$ cat config.mk
export PLATFORM = sky130hd
export DESIGN_NAME = cps_ctrl
export DESIGN_NICKNAME = d
export VERILOG_FILES = /design/src/design/cps_pkg.sv /design/src/design/cps_ctrl.sv
export SDC_FILE = /design/constraint.sdc
export NUM_CORES = 1
export LEC_CHECK = 0
export ABC_AREA = 0
export BUFFER_PORTS_ARGS = -buffer_cell sky130_fd_sc_hd__buf_2
export CELL_PAD_IN_SITES_DETAIL_PLACEMENT = 1
export CELL_PAD_IN_SITES_GLOBAL_PLACEMENT = 1
export CORE_MARGIN = 2
export CORE_UTILIZATION = 30
export CTS_CLUSTER_DIAMETER = 100
export DETAILED_ROUTE_END_ITERATION = 7
export GPL_ROUTABILITY_DRIVEN = 0
export PLACE_DENSITY = 0.74
export SYNTH_ARGS = -nofsm -noshare
export SYNTH_HDL_FRONTEND = slang
export SYNTH_SLANG_ARGS = --single-unit
$ cat constraint.sdc
create_clock -name i_clk -period 1.6 [get_ports i_clk]
set_clock_uncertainty 0.1 [all_clocks]
set_input_delay 0 -clock i_clk [delete_from_list [all_inputs] [get_ports i_clk]]
set_output_delay 0 -clock i_clk [all_outputs]
set_load 0.01 [all_outputs]
$ cat src/design/cps_pkg.sv
// Shared types and constants for the categorical peel selector.
// Depends on nothing; every other design file imports it.
package cps_pkg;

    // Configuration register indexes
    localparam logic [1:0] CFG_ALPHA   = 2'd0;
    localparam logic [1:0] CFG_SUPPORT = 2'd1;
    localparam logic [1:0] CFG_CATS    = 2'd2;
    localparam logic [1:0] CFG_TAG     = 2'd3;

    // Register reset values
    localparam logic [16:0] ALPHA_RESET   = 17'd6554;
    localparam logic [16:0] SUPPORT_RESET = 17'd0;
    localparam logic [6:0]  CATS_RESET    = 7'd64;
    localparam logic [7:0]  TAG_RESET     = 8'd0;

    // One input row
    typedef struct packed {
        logic [5:0]         category;
        logic signed [31:0] response;
        logic               row_masked;
        logic               last_row;
    } t_row;

    // One selection result
    typedef struct packed {
        logic               found;
        logic [5:0]         best_category;
        logic signed [31:0] best_quality;
        logic [16:0]        removed_rows;
        logic [7:0]         column_out;
    } t_result;

    // Controller to datapath commands
    typedef struct packed {
        logic row_accept;
        logic row_update;
        logic scan_prep;
        logic scan_read;
        logic scan_check;
        logic best_update;
        logic finish;
    } t_cmd;

    // Datapath to controller status
    typedef struct packed {
        logic qualify;
        logic scan_end;
        logic last_row;
        logic div_done;
        logic out_free;
    } t_status;

endpackage

$ cat src/design/cps_ctrl.sv
// Controller state machine sequencing row updates and the category scan.
// Depends on cps_pkg.
module cps_ctrl (
    input  logic             i_clk,
    input  logic             i_rst_n,
    input  logic             i_in_valid,
    output logic             o_in_ready,
    input  cps_pkg::t_status i_status,
    output cps_pkg::t_cmd    o_cmd
);
    import cps_pkg::*;

    typedef enum logic [7:0] {
        S_IDLE   = 8'b0000_0001,
        S_UPDATE = 8'b0000_0010,
        S_PREP   = 8'b0000_0100,
        S_READ   = 8'b0000_1000,
        S_CHECK  = 8'b0001_0000,
        S_DIV    = 8'b0010_0000,
        S_BEST   = 8'b0100_0000,
        S_DONE   = 8'b1000_0000
    } t_state;

    t_state r_state, n_state;

    always_ff @(posedge i_clk) begin
        if (!i_rst_n) begin
            r_state <= S_IDLE;
        end else begin
            r_state <= n_state;
        end
    end

    // Next state and commands
    always_comb begin
        n_state    = r_state;
        o_cmd      = '0;
        o_in_ready = 1'b0;
        unique case (r_state)
            S_IDLE: begin
                o_in_ready = 1'b1;
                if (i_in_valid) begin
                    o_cmd.row_accept = 1'b1;
                    n_state = S_UPDATE;
                end
            end
            S_UPDATE: begin
                o_cmd.row_update = 1'b1;
                n_state = i_status.last_row ? S_PREP : S_IDLE;
            end
            S_PREP: begin
                o_cmd.scan_prep = 1'b1;
                n_state = S_READ;
            end
            S_READ: begin
                if (i_status.scan_end) begin
                    n_state = S_DONE;
                end else begin
                    o_cmd.scan_read = 1'b1;
                    n_state = S_CHECK;
                end
            end
            S_CHECK: begin
                o_cmd.scan_check = 1'b1;
                n_state = i_status.qualify ? S_DIV : S_READ;
            end
            S_DIV: begin
                if (i_status.div_done) begin
                    n_state = S_BEST;
                end
            end
            S_BEST: begin
                o_cmd.best_update = 1'b1;
                n_state = S_READ;
            end
            S_DONE: begin
                if (i_status.out_free) begin
                    o_cmd.finish = 1'b1;
                    n_state = S_IDLE;
                end
            end
            default: begin
                n_state = S_IDLE;
            end
        endcase
    end

endmodule

## Yosys cells after proc, flatten, opt, wreduce, memory -nomap -nowiden

Cells that the tools add are included.

| operators by class | value |
|---|---|
| muxes and demuxes | 18 |
| equal/unequal tests | 11 |
| reductions and logical operators | 2 |

Operators with widths:

| operator | number |
|---|---|
| $pmux 8 s7 | 1 |
| $mux 8 | 4 |
| $mux 1 | 11 |
| $eq 8x1->1 const B | 1 |
| $eq 8x2->1 const B | 1 |
| $eq 8x3->1 const B | 1 |
| $eq 8x4->1 const B | 1 |
| $eq 8x5->1 const B | 1 |
| $eq 8x6->1 const B | 1 |
| $eq 8x7->1 const B | 1 |
| $eq 8x8->1 const B | 1 |
| $mux 6 | 1 |
| $ne 2x2->1 const B | 3 |
| $mux 3 | 1 |
| $reduce_and 3->1 | 1 |
| $reduce_or 2->1 | 1 |

| word-level totals | value |
|---|---|
| flip-flop bits (word level) | 8 |
| input port bits | 8 |

## Logic depth before layout (Yosys ltp)

| logic depth | value |
|---|---|
| word-level depth | 3 |
| mapped depth | 5 |

## Worst setup path before layout

No wires, ideal clock.

| path | value |
|---|---|
| path kind | reg-to-output |
| start point | register r_state[3] |
| end point | output o_cmd[1] in the netlist's numbering |
| cell stages (with the launch flop) | 4 |
| required time | 1,500 ps |
| slack | -51 ps |
| arrival | 1,551 ps |
| cells stage by stage | dfxtp_1 -> or4_1 -> or3_1 -> nor3b_1 |

RTL lines:

| item | line | text |
|---|---|---|
| start, declared | cps_ctrl.sv:24 | `t_state r_state, n_state;` |
| start signal, assigned | cps_ctrl.sv:30 | `r_state <= n_state;` |
| end, declared | cps_ctrl.sv:9 | `output cps_pkg::t_cmd o_cmd` |

==> results.json <==
{
  "hold_class": "in -> reg",
  "period_needed_ns": 1.86,
  "rsz0062_at_grt": "yes",
  "worstSetupStartpointType": "register",
  "final_nets": 116,
  "portBuffers": 15,
  "clk_latency_ns": 0.26,
  "die_h_um": 45.5,
  "hold_viol_final": 1,
  "instances_no_fill": 122,
  "syn_inst": 68,
  "post-route-period-util_pct": 116,
  "synthesis.nets": 76,
  "fin_area_um2": 933,
  "vias": 662,
  "required_ns": 1.50,
  "slew_headroom_pct": 83.4,
  "grt.overflow.total": 0,
  "pin_count": 16,
  "synth_top_cell_area_share_pct": 31.1,
  "yosys.area.top_type": "dfxtp_1",
  "die_x_um": 45.5,
  "final_common_cell": "buf_2",
  "diodes": 0,
  "max_freq_mhz": 537,
  "core_area_mm2": 0.00156,
  "detail_route.drc_violations": 0,
  "synth_area_leaders": "dfxtp_1, nor3_1, nor2_1",
  "vias_per_cell": 5.43,
  "ys_ff_latch": 8,
  "wirelength_mm": 1.94,
  "startpoint": "r_state[7]",
  "p_per_area_mw_per_mm2": 695,
  "cts_made_buffers": 3,
  "path_max_fanout": 3,
  "cts_tree": "yes",
  "start_util_pct": 33.1,
  "ant_nets": 0,
  "wl_per_cell_um": 15.9,
  "most-common-layout-cells": "buf_2, buf_4, buf_6",
  "grt_pass1_vias": 642,
  "crit_slowest_cell": "or4_4",
  "clock-sinks": 8,
  "grt_usage_pct": 19.6,
  "timing.hold.ws_ns": -0.00536,
  "finalSetupViolCount": 5,
  "r2r-start": "r_state[7]",
  "ys_warn_count": 0,
  "top_regs": "r_state (8)",
  "h-tree-depth": 1,
  "area_delta_synth_final_pct": 81.1,
  "ys_seq_area_share_pct": 31.1,
  "clk_pin_slew_worst_paths_ns": 0.06,
  "drv_cap": 0,
  "largest_register_ffs": 8,
  "postPlaceCellArea_um2": 703,
  "dp_hpwl_mm": 1.29,
  "arrival_ns": 1.76,
  "syn_area_per_cell_um2": 7.58,
  "num-fill-cells": 184,
  "dr.pass1.iters": 1,
  "die_area_mm2": 0.00207,
  "slowest_delay_ns": 0.53,
  "cp-end-kind": "output port",
  "worstMarginPinSlew_ns": 0.247,
  "antenna_found_initial": 0,
  "min_from": "i_status[4]",
  "cp.buffers_inverters": 1,
  "cts_buffer_depth": 2,
  "netlist_area_um2": 515,
  "critical_path_class": "reg -> out",
  "dr.first_iter.drc_count": 0,
  "violations": "negative hold slack, negative setup slack",
  "grt_pass1_wl_mm": 2.91,
  "root_buffer": "clkbuf_4",
  "drive_gt1_share_pct": 52.8,
  "cp_top_family": "simple AND/OR/NAND/NOR gates",
  "yosysUniqueCellTypes": 27,
  "largest-register": "r_state",
  "dp_cells": 109,
  "crit_chain": "or4_4, or3_4, nor3b_2, buf_2",
  "slew_violations": 0,
  "irDropWorstVdd_v": 0.000679,
  "status": "finished, violations left",
  "rows": 14,
  "setup_ws_ns": -0.263,
  "grt_max_degree": 8,
  "power_leakage_nw": 0.406
}
## worst reg2reg max path: stages (launching register included)
cell,delay [ns]
dfxtp_2,0.32
or4_4,0.53
or3_4,0.35
o32a_1,0.19
nor2_1,0.10
## kinds of logic (layout without fill, tap and decap cells)
family          Yosys count  count (layout)  synth area share, %
buf+inv                   7              45                 5.10
flops                     8               8                 31.1
simple gates             39              39                 43.0
xor+xnor                  3               3                 5.10
compound gates           11              11                 15.8
## synth_stat cells (all sizes together)
| cell type | number |
|---|---|
| dfxtp | 8 |
| nor2 | 8 |
| nor3 | 8 |
| inv | 5 |
| nand2b | 4 |
| nor3b | 4 |
| nand2 | 3 |
| nand3 | 3 |
| o211ai | 3 |
| and2 | 2 |
| clkbuf | 2 |
| o21ai | 2 |
| or3 | 2 |
| xor2 | 2 |
| a21boi | 1 |
| a21oi | 1 |
| and4b | 1 |
| nand3b | 1 |
| nand4 | 1 |
| nand4b | 1 |
| o22a | 1 |
| o2bb2ai | 1 |
| o311ai | 1 |
| o32a | 1 |
| or4 | 1 |
| xnor2 | 1 |
## final cells by class
type | count | area, um2 | area share (%)
flip-flops and latches | 8 | 166 | 17.8
repair buffers | 37 | 284 | 30.4
inverters | 5 | 18.8 | 2.01
multi-input cells | 53 | 422 | 45.2
clock buffers | 3 | 22.5 | 2.41
well taps | 16 | 20.0 | 2.14
## report_power, final
group | switching (mW) | leakage, nW | internal (mW)
logic | 0.130 | 0.325 | 0.145
clock network | 0.0731 | 0.0138 | 0.0862
registers | 0.00652 | 0.0668 | 0.208
## per-stage QoR
stage          power [mW]  setup WS (ns)   TNS, ns  utilization, %
2_1_floorplan       0.319       -0.00728  -0.00728               -
3_3_place_gp        0.403        0.00452         0            45.1
3_5_place_dp        0.409        -0.0574   -0.0625            45.1
4_1_cts             0.579         -0.260    -0.694            50.7
5_1_grt             0.691         -0.319     -1.48            59.9
6_report            0.649         -0.263    -0.701            59.9
## worst paths after layout
check	endpoint	slack (ns)	cells after the start
worst max register to register	r_state[3]	-0.06	4
worst min-delay path	r_state[3]	-0.005	3
worst max-delay path	o_cmd[1]	-0.26	4
worst min register to register	r_state[4]	0.55	3
## routing by layer
metal	global-route usage, %	routed length (um)	vias to the layer above
met5	0	0	-
met2	33.5	1110	18
li1	-	-	320
met4	5.29	9	0
met1	25.1	740	322
met3	3.57	83	2
## timing repair
action / 4_1_cts / 5_1_grt
pin swaps: 0 / 10
setup endpoints to repair: 5 / 11
hold endpoints to repair: 5 / 0
hold buffers: 5 / 0
buffers inserted: 0 / 5
gates resized for setup: 3 / 29
No activity file was read; power rests on OpenSTA's default activity.
